## src/hdl/svm_pkg.sv

```systemverilog
// Shared types, constants and arithmetic helpers for the sample voice mixer.
package svm_pkg;

    // Operation codes of an input item
    localparam logic [2:0] OP_PULL     = 3'd0;
    localparam logic [2:0] OP_WRITE    = 3'd1;
    localparam logic [2:0] OP_REGISTER = 3'd2;
    localparam logic [2:0] OP_UNLOAD   = 3'd3;
    localparam logic [2:0] OP_PLAY     = 3'd4;

    // Status codes of a result item
    localparam logic STATUS_DONE    = 1'b0;
    localparam logic STATUS_REFUSED = 1'b1;

    // Channel setting that selects stereo
    localparam logic [1:0] CHAN_STEREO = 2'd2;
    localparam logic [1:0] CHAN_RESET  = 2'd2;

    // Fixed-point unity values
    localparam logic [16:0] ENV_UNITY = 17'd65536;
    localparam logic [14:0] PAN_UNITY = 15'd16384;

    // Bits retired by the restoring divider, one per cycle
    localparam int DIV_STEPS = 32;

    // Quarter-sine table, Q1.14, 16 segments plus the end point
    localparam logic [14:0] QUARTER_SINE [17] = '{
        15'd0,     15'd1606,  15'd3196,  15'd4756,  15'd6270,  15'd7723,
        15'd9102,  15'd10394, 15'd11585, 15'd12665, 15'd13623, 15'd14449,
        15'd15137, 15'd15679, 15'd16069, 15'd16305, 15'd16384
    };

    typedef struct packed {
        logic [2:0]         operation;
        logic [4:0]         sound_id;
        logic [15:0]        address;
        logic signed [15:0] left_sample;
        logic signed [15:0] right_sample;
        logic [16:0]        length;
        logic               loop;
        logic signed [15:0] gain;
        logic [15:0]        fade_in;
        logic [15:0]        fade_out;
        logic signed [15:0] pan;
    } in_item_t;

    typedef struct packed {
        logic signed [15:0] left_out;
        logic signed [15:0] right_out;
        logic [4:0]         assigned_id;
        logic               status;
        logic [5:0]         active_voices;
    } out_item_t;

    typedef struct packed {
        logic        start;
        logic [31:0] dividend;
        logic [15:0] divisor;
    } div_req_t;

    typedef struct packed {
        logic        done;
        logic [16:0] quotient;
    } div_rsp_t;

    // Equal-power gain: interpolate the quarter-sine table, round down
    function automatic logic [14:0] pan_curve(input logic [15:0] p);
        logic [4:0]  seg;
        logic [10:0] frac;
        logic [14:0] lo;
        logic [14:0] hi;
        logic [21:0] prod;
        logic [14:0] result;
        seg  = p[15:11];
        frac = p[10:0];
        if (seg[4]) begin
            result = QUARTER_SINE[16];
        end
        else begin
            lo     = QUARTER_SINE[seg];
            hi     = QUARTER_SINE[seg + 5'd1];
            prod   = 22'(hi - lo) * 22'(frac);
            result = lo + 15'(prod >> 11);
        end
        return result;
    endfunction

    // Divide by 2^42 toward zero and clamp to s16
    function automatic logic signed [15:0] scale_clamp(input logic signed [63:0] t);
        logic signed [63:0] adj;
        logic signed [21:0] q;
        logic signed [15:0] result;
        adj = t + (t[63] ? 64'sh3FF_FFFF_FFFF : 64'sh0);
        q   = adj[63:42];
        if (q > 22'sd32767) begin
            result = 16'sh7FFF;
        end
        else if (q < -22'sd32768) begin
            result = 16'sh8000;
        end
        else begin
            result = q[15:0];
        end
        return result;
    endfunction

    // Saturating s16 add
    function automatic logic signed [15:0] sat_add(input logic signed [15:0] a,
                                                   input logic signed [15:0] b);
        logic signed [16:0] s;
        logic signed [15:0] result;
        s = 17'(a) + 17'(b);
        if (s > 17'sd32767) begin
            result = 16'sh7FFF;
        end
        else if (s < -17'sd32768) begin
            result = 16'sh8000;
        end
        else begin
            result = s[15:0];
        end
        return result;
    endfunction

endpackage

```

## src/hdl/svm_multiplier.sv

```systemverilog
// Shared signed 32x32 multiplier with a registered product.
module svm_multiplier
    import svm_pkg::*;
(
    input  logic               clk,
    input  logic signed [31:0] op_a,
    input  logic signed [31:0] op_b,
    output logic signed [63:0] prod
);

    logic signed [63:0] prod_reg;

    // Register the product each cycle
    always_ff @(posedge clk) begin
        prod_reg <= 64'(op_a) * 64'(op_b);
    end

    assign prod = prod_reg;

endmodule

```

## config.mk

```make
export PLATFORM = sky130hd
export DESIGN_NAME = svm_multiplier
export DESIGN_NICKNAME = d
export VERILOG_FILES = /design/src/hdl/svm_pkg.sv /design/src/hdl/svm_multiplier.sv
export SDC_FILE = /design/constraint.sdc
export NUM_CORES = 2
export LEC_CHECK = 0
export BUFFER_PORTS_ARGS = -buffer_cell sky130_fd_sc_hd__buf_4
export CAP_MARGIN = 20
export CORE_ASPECT_RATIO = 1.4
export CORE_UTILIZATION = 43
export CTS_CLUSTER_SIZE = 16
export DETAILED_ROUTE_END_ITERATION = 7
export SLEW_MARGIN = 20
export SYNTH_ARGS = -nofsm -noshare
export SYNTH_HDL_FRONTEND = slang
export SYNTH_SLANG_ARGS = --single-unit
```

## constraint.sdc

```tcl
create_clock -name clk -period 14.06 [get_ports clk]
set_input_delay 2.812 -clock clk [delete_from_list [all_inputs] [get_ports clk]]
set_output_delay 2.812 -clock clk [all_outputs]
set_load 0.02 [all_outputs]
```

# After elaboration in Yosys (flattened, before gate mapping)
# Index checks and enable logic that the tools add are counted.
# totals
regBits	64
input_bits	65
output_inout_bits	64
wordCells	2
# op_classes
n_mul	1
# op_table
cell	count
32-bit by 32-bit multiplier with 64-bit output	1

# Logic depth before layout (Yosys ltp)
# depth
depth_word	1
mapped_depth	28
depth_no_buf	27

# Least setup slack after synthesis
# No wires, ideal clock.
# synth_path
path_type	input-to-reg
startpoint	input op_b[2]
endpoint	register prod_reg[62] (netlist: prod[62])
setup_time_ns	0.072
t_arrival_ns	10.001
required_ns	13.988
slack_ns	3.987
cell_stages	24
n_path_buf	1
path_cell_list	clkbuf_1 -> nand2_1 -> inv_1 -> fa_1 -> fa_1 -> fa_1 -> fa_1 -> inv_1 -> fa_1 -> inv_1 -> fa_1 -> inv_1 -> fa_1 -> inv_1 -> fa_1 -> ha_1 -> and3_1 -> nand2_1 -> or3_1 -> o22a_1 -> o211ai_1 -> a31oi_1 -> o31ai_1 -> xor2_1
# synth_via
elab_chain_cells	1
# synth_lines
element	line_no	text
start: declaration	svm_multiplier.sv:7	input logic signed [31:0] op_b,
32-bit by 32-bit multiplier with 64-bit output	svm_multiplier.sv:15	prod_reg <= 64'(op_a) * 64'(op_b);
end signal: assignment	svm_multiplier.sv:15	
end: declaration	svm_multiplier.sv:11	logic signed [63:0] prod_reg;
# No other way between the ends.

# Final worst setup path
# layout_path
startpoint	input op_b[5]
endpoint	register prod_reg[63] (netlist: prod[63])
# Same word-level chain as after synthesis.

==> flow_summary.toml <==
[placement]
place_ws_ns = 2.53
dpl.hpwl_mm = 83.8
place_congestion = 0.873
port_buffers = 128

[finish]
multi_input_area_mm2 = 0.0316
drive_gt1_share_pct = 4.46
regArea_mm2 = 0.00128
nNetsFinal = 5160
largest_reg_flops = 64
area_growth_pct = 5.14
fill_cells = 8353

[drt]
drt_iter0_markers = 1122
num_vias = 25665
antenna_left = 0
wl_per_cell_um = 21.3
wl_mm = 105
drtPass1Iterations = 5
drc = 0
viasPerCell = 5.20

[timing]
rsz0062_at_grt = "no"
setup_viol = 0
slew_viol_final = 0
worst_slew_pin_slew_ns = 1.20
fin_crit_sh_pct = 79.1
max-slew-margin-rel_pct = 19.3
fmax_ghz = 0.0899
finalWorstSetupSlack_ns = 2.93
fin_crit_ns = 11.13
hold_viol = 0
holdWs_ns = 2.86
tns_ns = 0

[global_route]
grt.total_usage_pct = 25.6
grt_max_degree = 33
antenna_found_initial = 2
grt_pass1_vias = 29555
grt_pass1_wl_mm = 167
grt_overflow = 0

[floorplan]
initial_core_util_pct = 43.5
dieWidth_um = 251
num_io_pins = 129
core.rowCount = 127
fp.dieH_um = 350
core_area_mm2 = 0.0856
die-area_mm2 = 0.0878

[clock_network]
clockBufferDepth = 2
cts-resized-gates = 0
root_buffer = "clkbuf_16"
cts_tree = "yes"
cts.clk_slew.worst_paths_ns = 0.06
numCtsBuffers = 9
h-tree-depth = 3
cts_setup_buffers = 0
hold_buffers = 0
cts_sinks = 64

[synthesis]
netlist_area_mm2 = 0.0372
synth-seq-cells = 64
syn-num-nets = 5215
yosysWarnings = 0
synth_edf_count = 0
syn_area_per_cell_um2 = 9.59
yosysSeqAreaShare_pct = 3.44
ys.flop_type = "dfxtp_1"
ys_async_sr_fraction_pct = 0
synth_cell_types = 63
syn_inst = 3884

[worst_setup_path]
required_ns = 14.37
worst_setup_path_end_kind = "flop"
crit_fanout = 32
worstSetupPathType = "input port to flop"
critPathArrivalTime_ns = 11.44
crit_path_start_kind = "input port"

[min_path]
hold_depth = 2
hold_path.class = "input port to flop"

[run_status]
status = "complete, no violations"

[run]
cap_violations = 0
cell usage after synthesis (9+ instances only):
cell type	number	area, um2
inv_1	952	3570
o21ai_0	28	140
o21bai_1	15	113
clkbuf_1	195	732
a21o_1	23	173
ha_1	184	2300
a31oi_1	12	75.1
fa_1	1082	21700
nand2_1	511	1920
dfxtp_1	64	1280
a21oi_1	68	340
nand2b_1	9	56.3
and2_1	516	3230
nor2_1	42	158
xnor2_1	53	464
xor2_1	22	193
nand3_1	15	75.1
area by class of cell:
class	count	area share, %
diodes	1	0.00639
clock buffers	11	0.594
clock inverters	5	0.147
inverters	952	9.13
multi-input cells	2668	80.8
flip-flops and latches	64	3.27
well taps	1096	3.50
repair buffers	134	2.57
through the flow:
stage / util, % / std cells / cell area, um2
global placement: 45.4 / 4914 / 38900
CTS: 45.7 / 4930 / 39200
finish: 45.7 / 4931 / 39200
global route: 45.7 / 4930 / 39200
floorplan: - / 3884 / 37200
detailed placement: 45.4 / 4914 / 38900
metal layers:
layer	GRT usage, %	part of all wire [%]
met3	3.11	4.0
met4	16.5	7.2
met1	27.0	34
met5	0	0.012
met2	48.1	55
cell families (layout without fill, tap and decap cells):
kind of cell | after synthesis | in the layout | synth area share [%]
compound gates | 193 | 193 | 3.46
xor+xnor | 75 | 75 | 1.76
fa+ha+maj | 1266 | 1266 | 64.3
buf+inv | 1152 | 1102 | 11.6
flops | 64 | 64 | 3.44
other cells | 0 | 1 | 0
simple gates | 1134 | 1134 | 15.4
path summary, 6_finish.rpt:
check  startpoint                to  slack (ns)
max       op_b[5]  prod[63]$_DFF_P_        2.93
min       op_b[0]   prod[0]$_DFF_P_        2.86
critical path, cell delays in order:
cell       delay, ns
buf_4           0.36
nand2_1         0.21
inv_1           0.14
fa_1            0.40
inv_1           0.26
fa_1            0.47
inv_1           0.22
fa_1            0.51
fa_1            0.96
inv_1           0.47
fa_1            0.61
inv_1           0.06
fa_1            0.52
inv_1           0.05
fa_1            0.53
inv_1           0.07
fa_1            0.46
ha_1            0.39
and3_1          0.25
nand2_1         0.12
nor2_1          0.34
o2bb2ai_1       0.31
a311oi_1        0.17
buf_4           0.23
o31ai_1         0.25
a21oi_1         0.12
xnor2_1         0.12
cells in the final DEF (no fill, tap or decap), types with 2 or more instances in the layout:
cell        Yosys  layout
fa_1         1082    1082
inv_1         952     952
and2_1        516     516
nand2_1       511     511
ha_1          184     184
buf_4           0     134
a21oi_1        68      68
dfxtp_1        64      64
xnor2_1        53      53
nor2_1         42      42
o21ai_0        28      28
a21o_1         23      23
xor2_1         22      22
nand3_1        15      15
o21bai_1       15      15
a31oi_1        12      12
nand2b_1        9       9
clkbuf_16       0       9
nand4_1         7       7
and3_1          7       7
nor3_1          6       6
o31ai_1         6       6
a211oi_1        4       4
o21a_1          4       4
or3_1           4       4
o211ai_1        3       3
nor2b_1         3       3
a211oi_2        3       3
a21boi_0        3       3
and4_1          3       3
clkinvlp_4      0       3
o21ai_2         2       2
o22a_1          2       2
a21o_2          2       2
clkbuf_1      195       2
Power is left out: the tool's default activity adds up to more than one toggle a clock period on the data nets, which glitch-free logic cannot reach.
