[src/hdl/svm_pkg.sv]
// Shared types, constants and arithmetic helpers for the sample voice mixer.
package svm_pkg;

    // Operation codes of an input item
    localparam logic [2:0] OP_PULL     = 3'd0;
    localparam logic [2:0] OP_WRITE    = 3'd1;
    localparam logic [2:0] OP_REGISTER = 3'd2;
    localparam logic [2:0] OP_UNLOAD   = 3'd3;
    localparam logic [2:0] OP_PLAY     = 3'd4;

    // Status codes of a result item
    localparam logic STATUS_DONE    = 1'b0;
    localparam logic STATUS_REFUSED = 1'b1;

    // Channel setting that selects stereo
    localparam logic [1:0] CHAN_STEREO = 2'd2;
    localparam logic [1:0] CHAN_RESET  = 2'd2;

    // Fixed-point unity values
    localparam logic [16:0] ENV_UNITY = 17'd65536;
    localparam logic [14:0] PAN_UNITY = 15'd16384;

    // Bits retired by the restoring divider, one per cycle
    localparam int DIV_STEPS = 32;

    // Quarter-sine table, Q1.14, 16 segments plus the end point
    localparam logic [14:0] QUARTER_SINE [17] = '{
        15'd0,     15'd1606,  15'd3196,  15'd4756,  15'd6270,  15'd7723,
        15'd9102,  15'd10394, 15'd11585, 15'd12665, 15'd13623, 15'd14449,
        15'd15137, 15'd15679, 15'd16069, 15'd16305, 15'd16384
    };

    typedef struct packed {
        logic [2:0]         operation;
        logic [4:0]         sound_id;
        logic [15:0]        address;
        logic signed [15:0] left_sample;
        logic signed [15:0] right_sample;
        logic [16:0]        length;
        logic               loop;
        logic signed [15:0] gain;
        logic [15:0]        fade_in;
        logic [15:0]        fade_out;
        logic signed [15:0] pan;
    } in_item_t;

    typedef struct packed {
        logic signed [15:0] left_out;
        logic signed [15:0] right_out;
        logic [4:0]         assigned_id;
        logic               status;
        logic [5:0]         active_voices;
    } out_item_t;

    typedef struct packed {
        logic        start;
        logic [31:0] dividend;
        logic [15:0] divisor;
    } div_req_t;

    typedef struct packed {
        logic        done;
        logic [16:0] quotient;
    } div_rsp_t;

    // Equal-power gain: interpolate the quarter-sine table, round down
    function automatic logic [14:0] pan_curve(input logic [15:0] p);
        logic [4:0]  seg;
        logic [10:0] frac;
        logic [14:0] lo;
        logic [14:0] hi;
        logic [21:0] prod;
        logic [14:0] result;
        seg  = p[15:11];
        frac = p[10:0];
        if (seg[4]) begin
            result = QUARTER_SINE[16];
        end
        else begin
            lo     = QUARTER_SINE[seg];
            hi     = QUARTER_SINE[seg + 5'd1];
            prod   = 22'(hi - lo) * 22'(frac);
            result = lo + 15'(prod >> 11);
        end
        return result;
    endfunction

    // Divide by 2^42 toward zero and clamp to s16
    function automatic logic signed [15:0] scale_clamp(input logic signed [63:0] t);
        logic signed [63:0] adj;
        logic signed [21:0] q;
        logic signed [15:0] result;
        adj = t + (t[63] ? 64'sh3FF_FFFF_FFFF : 64'sh0);
        q   = adj[63:42];
        if (q > 22'sd32767) begin
            result = 16'sh7FFF;
        end
        else if (q < -22'sd32768) begin
            result = 16'sh8000;
        end
        else begin
            result = q[15:0];
        end
        return result;
    endfunction

    // Saturating s16 add
    function automatic logic signed [15:0] sat_add(input logic signed [15:0] a,
                                                   input logic signed [15:0] b);
        logic signed [16:0] s;
        logic signed [15:0] result;
        s = 17'(a) + 17'(b);
        if (s > 17'sd32767) begin
            result = 16'sh7FFF;
        end
        else if (s < -17'sd32768) begin
            result = 16'sh8000;
        end
        else begin
            result = s[15:0];
        end
        return result;
    endfunction

endpackage

[src/hdl/svm_divider.sv]
// Restoring divider for the fade envelopes, one quotient bit per cycle.
module svm_divider
    import svm_pkg::*;
(
    input  logic     clk,
    input  logic     rst_n,
    input  div_req_t req,
    output div_rsp_t rsp
);

    logic        busy_reg;
    logic        done_reg;
    logic [5:0]  count_reg;
    logic [16:0] rem_reg;
    logic [31:0] quo_reg;
    logic [15:0] dsr_reg;
    logic [16:0] shifted;
    logic        fits;

    // Trial subtract of the divisor from the shifted remainder
    assign shifted = {rem_reg[15:0], quo_reg[31]};
    assign fits    = shifted >= {1'b0, dsr_reg};

    // Control: step count and done pulse
    always_ff @(posedge clk or negedge rst_n) begin
        if (!rst_n) begin
            busy_reg  <= 1'b0;
            done_reg  <= 1'b0;
            count_reg <= '0;
        end
        else begin
            done_reg <= 1'b0;
            if (req.start) begin
                busy_reg  <= 1'b1;
                count_reg <= 6'(DIV_STEPS);
            end
            else if (busy_reg) begin
                count_reg <= count_reg - 6'd1;
                if (count_reg == 6'd1) begin
                    busy_reg <= 1'b0;
                    done_reg <= 1'b1;
                end
            end
        end
    end

    // Datapath: shift the dividend in, the quotient bits out
    always_ff @(posedge clk) begin
        if (req.start) begin
            quo_reg <= req.dividend;
            rem_reg <= '0;
            dsr_reg <= req.divisor;
        end
        else if (busy_reg) begin
            rem_reg <= fits ? (shifted - {1'b0, dsr_reg}) : shifted;
            quo_reg <= {quo_reg[30:0], fits};
        end
    end

    assign rsp.done     = done_reg;
    assign rsp.quotient = quo_reg[16:0];

endmodule

[config.mk]
export PLATFORM = sky130hd
export DESIGN_NAME = svm_divider
export DESIGN_NICKNAME = d
export VERILOG_FILES = /design/src/hdl/svm_pkg.sv /design/src/hdl/svm_divider.sv
export SDC_FILE = /design/constraint.sdc
export NUM_CORES = 1
export LEC_CHECK = 0
export BUFFER_PORTS_ARGS = -buffer_cell sky130_fd_sc_hd__buf_4
export CORE_UTILIZATION = 32
export DETAILED_ROUTE_END_ITERATION = 8
export PLACE_DENSITY = 0.49
export SYNTH_ARGS = -nofsm -noshare
export SYNTH_HDL_FRONTEND = slang
export SYNTH_SLANG_ARGS = --single-unit
export TNS_END_PERCENT = 1
[constraint.sdc]
create_clock -name clk -period 2.36 [get_ports clk]
set_input_delay 0.354 -clock clk [delete_from_list [all_inputs] [get_ports clk]]
set_output_delay 0.354 -clock clk [all_outputs]
set_load 0.01 [all_outputs]
Yosys cells after proc, flatten, opt, wreduce, memory -nomap -nowiden

Index checks and enable logic that the tools add are counted.

Flip-flop bits (word level): 72
Bits in latches: 0
Bits in writable memories: 0
ROM bits: 0
Bits of input ports: 51
Word-level logic and storage cells: 22
Memories kept: 0

Add/sub/neg operators: 2
$mul: 0
Div/mod/pow operators: 0
$lt $le $gt $ge: 1
Equality and inequality tests: 1
Shift-type cells: 0
Mux-type cells: 11
Bitwise operators: 0
Reductions and logical operators: 1

Operators by type and width:

| kind                | count |
|---|---|
| $mux 32             | 2 |
| $ge 17x16->1        | 1 |
| $mux 16             | 1 |
| $sub 16x16->16      | 1 |
| $mux 6              | 2 |
| $eq 6x1->1 const B  | 1 |
| $mux 1              | 6 |
| $sub 6x1->6 const B | 1 |
| $reduce_bool 2->1   | 1 |

Logic depth before layout (Yosys ltp)

Depth in word-level cells: 4
Mapped depth: 10
Gate-level depth less buffers: 9

Worst setup path before layout

No wires, ideal clock.

Path type: flip-flop to flip-flop
Start point: register dsr_reg[10]
End point: register quo_reg[0], data pin
Setup time: 0.269 ns
Data arrival time: 2.078 ns
Setup slack: 0.013 ns
Stages on the path, launching flop included: 10
Path buffers: 2
Period minus slack after synthesis: 2.347 ns
Cell sequence: edfxtp_1 -> inv_1 -> ha_1 -> buf_6 -> a21o_1 -> a21o_1 -> a221o_1 -> a221oi_1 -> buf_2 -> o21ai_0

Cells in the longest elaborated chain, start to end: 3

Ends and longest elaborated chain:

| item                   | RTL line          | RTL |
|---|---|---|
| from (decl)            | svm_divider.sv:16 | `logic [15:0] dsr_reg;` |
| from (signal assigned) | svm_divider.sv:52 | `dsr_reg <= req.divisor;` |
| $ge 17x16->1           | svm_divider.sv:22 | `assign fits = shifted >= {1'b0, dsr_reg};` |
| $mux 32                | svm_divider.sv:54 | `else if (busy_reg) begin` |
| $mux 32                | svm_divider.sv:49 | `if (req.start) begin` |
| to (signal assigned)   | svm_divider.sv:50 | `quo_reg <= req.dividend;` |
| to (signal assigned)   | svm_divider.sv:56 | `quo_reg <= {quo_reg[30:0], fits};` |
| to (decl)              | svm_divider.sv:15 | `logic [31:0] quo_reg;` |

No other way between the ends. The select of a mux whose other input is x is not followed.
A chain may end at the register's enable or synchronous reset.

Final worst setup path

Start point: register dsr_reg[10]
End point: register rem_reg[1]

Cells in the longest elaborated chain, start to end: 2

Ends and longest elaborated chain:

| item                 | RTL line          | RTL |
|---|---|---|
| $ge 17x16->1         | svm_divider.sv:22 |  |
| $mux 16              | svm_divider.sv:55 | `rem_reg <= fits ? (shifted - {1'b0, dsr_reg}) : shifted;` |
| to (signal assigned) | svm_divider.sv:55 |  |
| to (decl)            | svm_divider.sv:14 | `logic [16:0] rem_reg;` |

No other way between the ends.

==> flow_summary.ini <==
[place]
port-buffer-count = 68
pre_cts_slack_ns = -0.1321
hpwl_um = 6965
dp.cells = 629
routabilityCongestion = 0.8250

[timing]
rsz0062_at_grt = yes
fmax_mhz = 419.7
max-slew-margin-rel_pct = 57.05
holdWs_ns = 0.1826
fin_crit_ns = 2.383
clock_skew_ns = 0.008889
tightest_slew_ns = 0.6352
min_period_over_period_pct = 101.0
slew_viol_final = 0
setup_viol_count_final = 2
setup_slack_ns = -0.02250
hold_viol = 0

[synthesis]
ys_types = 53
synth_edf_count = 48
netlist_area_um2 = 4069
avgSynthCellArea_um2 = 10.74
yosysWarnings = 0
syn_nets = 449
ys_ff_latch = 72
async_flop_share_pct = 11.11
synth_flop_cell = edfxtp_1
synth_cells = 379
yosysSeqAreaShare_pct = 48.22

[cells_and_area]
stdcell_count = 653
final_nets = 550
area_growth_pct = 34.96
fillCellCount = 1185
antenna_cells = 0
multi_input_comb_area_um2 = 1982
largest_reg_flops = 32
drive_gt1_share_pct = 41.24
seq_area_um2 = 1962

[die]
die_h_um = 114.8
die_w_um = 114.8
die_area_um2 = 13170
start_util_pct = 33.32
core_um2 = 12210
rows = 40
io_pins = 69

[clocking]
clk_path_buf_depth = 2
cts_made_buffers = 9
cts.htree.levels = 3
cts_tree = done
worst_skew_pair.late_latency_ns = 0.34
ctsRootBufferMaster = clkbuf_16
cts_sinks = 72
clk_pin_slew_ns = 0.06

[route]
viasPerCell = 4.882
final_antenna_net_count = 0
remaining_drc_errors = 0
firstDrtPassIters = 4
vias = 3188
wl_per_cell_um = 15.03
wl_um = 9813
drtIter0Drc = 157

[setup_path]
crit_path_cell_trace = inv_2, ha_4, a21o_1, a21o_1, a221o_1, a221o_2, buf_6, mux2i_1, a22o_1
r2r_end = rem_reg[1]
cpPeakStageDelay_ns = 0.50
endpoint_kind = flip-flop
required_ns = 2.60
endpoint = rem_reg[1]
timing.reg2reg.setup_slack_ns = -0.02
crit_start = dsr_reg[10]
r2r_cells = 9
worst_path_max_delay_cell = a221o_2
startpoint_type = flip-flop
critPathKind = flip-flop to flip-flop
cp_max_fo = 6
cp.arrival_ns = 2.62
r2r_start = dsr_reg[10]
timing.critical_path.mode_cell = a21o_1

[grt]
grt_pass1_vias = 3235
gr-total-overflow = 0
grt_usage_pct = 16.25
grt_first_pass_wirelength_um = 16130
grt_max_degree = 35
antenna_found_initial = 0

[job]
drv_cap = 0

[power_and_ir_drop]
total_power_mw = 3.852
vdd.ir_drop.worst_mv = 0.4166
p_per_area_nw_per_um2 = 701.5
leakage_nw = 2.292

[outcome]
violations = setup timing
status = complete, but fails checks

[worst_hold_path]
hold_class = input pin to flip-flop
[how the worst min path moves through the flow]
| stage | startpoint | to | slack [ns] | cells after the start |
|---|---|---|---|---|
| after floorplan | rst_n | busy_reg | 0.06 | 0 |
| after global placement | rst_n | count_reg[0] | 0.18 | 1 |
| after detailed placement | rst_n | count_reg[0] | 0.18 | 1 |
| after CTS | req[5] | dsr_reg[5] | 0.17 | 1 |
| after global routing | req[5] | dsr_reg[5] | 0.17 | 1 |
| final | req[5] | dsr_reg[5] | 0.18 | 1 |
[through the flow]
step	cell area (µm²)	utilization (%)	TNS, ns
2_1_floorplan	4069	-	0
6_report	5492	44.97	-0.03288
4_1_cts	5289	43.31	-0.06223
3_5_place_dp	4950	40.53	-0.3562
3_3_place_gp	4950	40.53	-0.1376
5_1_grt	5492	44.97	-0.4370
[power by group]
| part | switching [mW] | internal (mW) |
|---|---|---|
| sequential | 0.101 | 1.53 |
| clock | 0.533 | 0.817 |
| combinational | 0.409 | 0.465 |
| total | 1.04 | 2.81 |
[metal layers]
metal  GRT usage [%]  wire [µm]  up-vias
li1                -          -     1581
met1           21.61       4718     1499
met2           23.88       4260       93
met3           4.850        607       15
met4           8.485        226        0
met5               0          0        -
[worst max-delay path, delay by kind of cell (launching register included)]
kind | cells | cell delay, ns
compound gates | 5 | 1.38
fa+ha+maj | 1 | 0.20
buf+inv | 2 | 0.22
flops | 1 | 0.37
mux | 1 | 0.11
[cells in the mapped netlist, types with 2 or more instances]
library cell  number  area share (%)
and2_1             3            0.46
ha_1              18             5.5
nand2b_1           2            0.31
xnor2_1            7             1.5
buf_4             18             3.3
xor2_1             5             1.1
o21ai_0           18             2.2
a311oi_1           3            0.65
nor2b_1            3            0.46
a21oi_2            2            0.43
nand4_1            3            0.46
nand2_1           26             2.4
o31ai_1            2            0.37
a21oi_1           15             1.8
and3_1             6            0.92
nor3_1             7            0.86
buf_1              3            0.28
o22ai_1            2            0.31
nor4_1             3            0.46
a221o_1            3            0.74
a221oi_1           2            0.43
dfxtp_1           16             7.9
o21a_1             6             1.1
o31a_1             2            0.43
buf_6              2            0.55
clkbuf_1           9            0.83
edfxtp_1          48              35
and4_1             2            0.43
a211oi_1           4            0.74
dfrtp_1            8             4.9
buf_2              2            0.25
inv_1             25             2.3
a32oi_1            5             1.1
nand3_1           13             1.6
a21o_1             5            0.92
mux2i_1            5             1.2
nor2_1            25             2.3
nand4b_1           5             1.1
o211ai_1           2            0.37
mux2_2            31             8.6
[layout make-up]
class / instances / share of cell area [%]
multi-input combinational: 248 / 36.09
sequential: 72 / 35.73
tap: 168 / 3.828
clock buffer: 11 / 4.238
clock inverter: 5 / 1.048
timing repair buffer: 124 / 17.36
inverter: 25 / 1.709
[logic make-up (layout without fill, tap and decap cells)]
logic type	count (synthesis)	after routing	share of synthesized area (%)
flops	72	72	48.22
simple gates	102	102	12.55
fa+ha+maj	19	19	6.027
compound gates	79	79	13.28
xor+xnor	12	12	2.583
mux	36	36	9.809
buf+inv	59	165	7.534
[timing repair]
item                                    4_1_cts  5_1_grt
setup buffers                                 1        6
endpoints found under the setup margin       10       15
endpoints found under the hold margin         8        0
hold buffers                                  1        0
gates resized for setup                       4       35
pin swaps                                     2       12
[cell usage in the layout, fill, tap and decap left out, types with 3 or more instances in the layout]
master      count
o21ai_0        18
ha_1           11
clkinvlp_4      3
buf_4         120
nand4b_1        5
dfrtp_1         8
nand2_1        25
a32oi_1         5
nand3_1        12
nor4_1          3
dfxtp_1        16
and3_1          3
o21a_1          6
nor2_1         25
mux2_2         31
mux2i_1         5
a211oi_1        3
ha_4            6
clkbuf_16       9
a21oi_1        13
nand4_1         3
a21o_1          5
nor3_1          7
inv_1          21
xor2_1          5
inv_2           4
edfxtp_1       48
xnor2_1         7
Power figures use the tool's default switching activity.
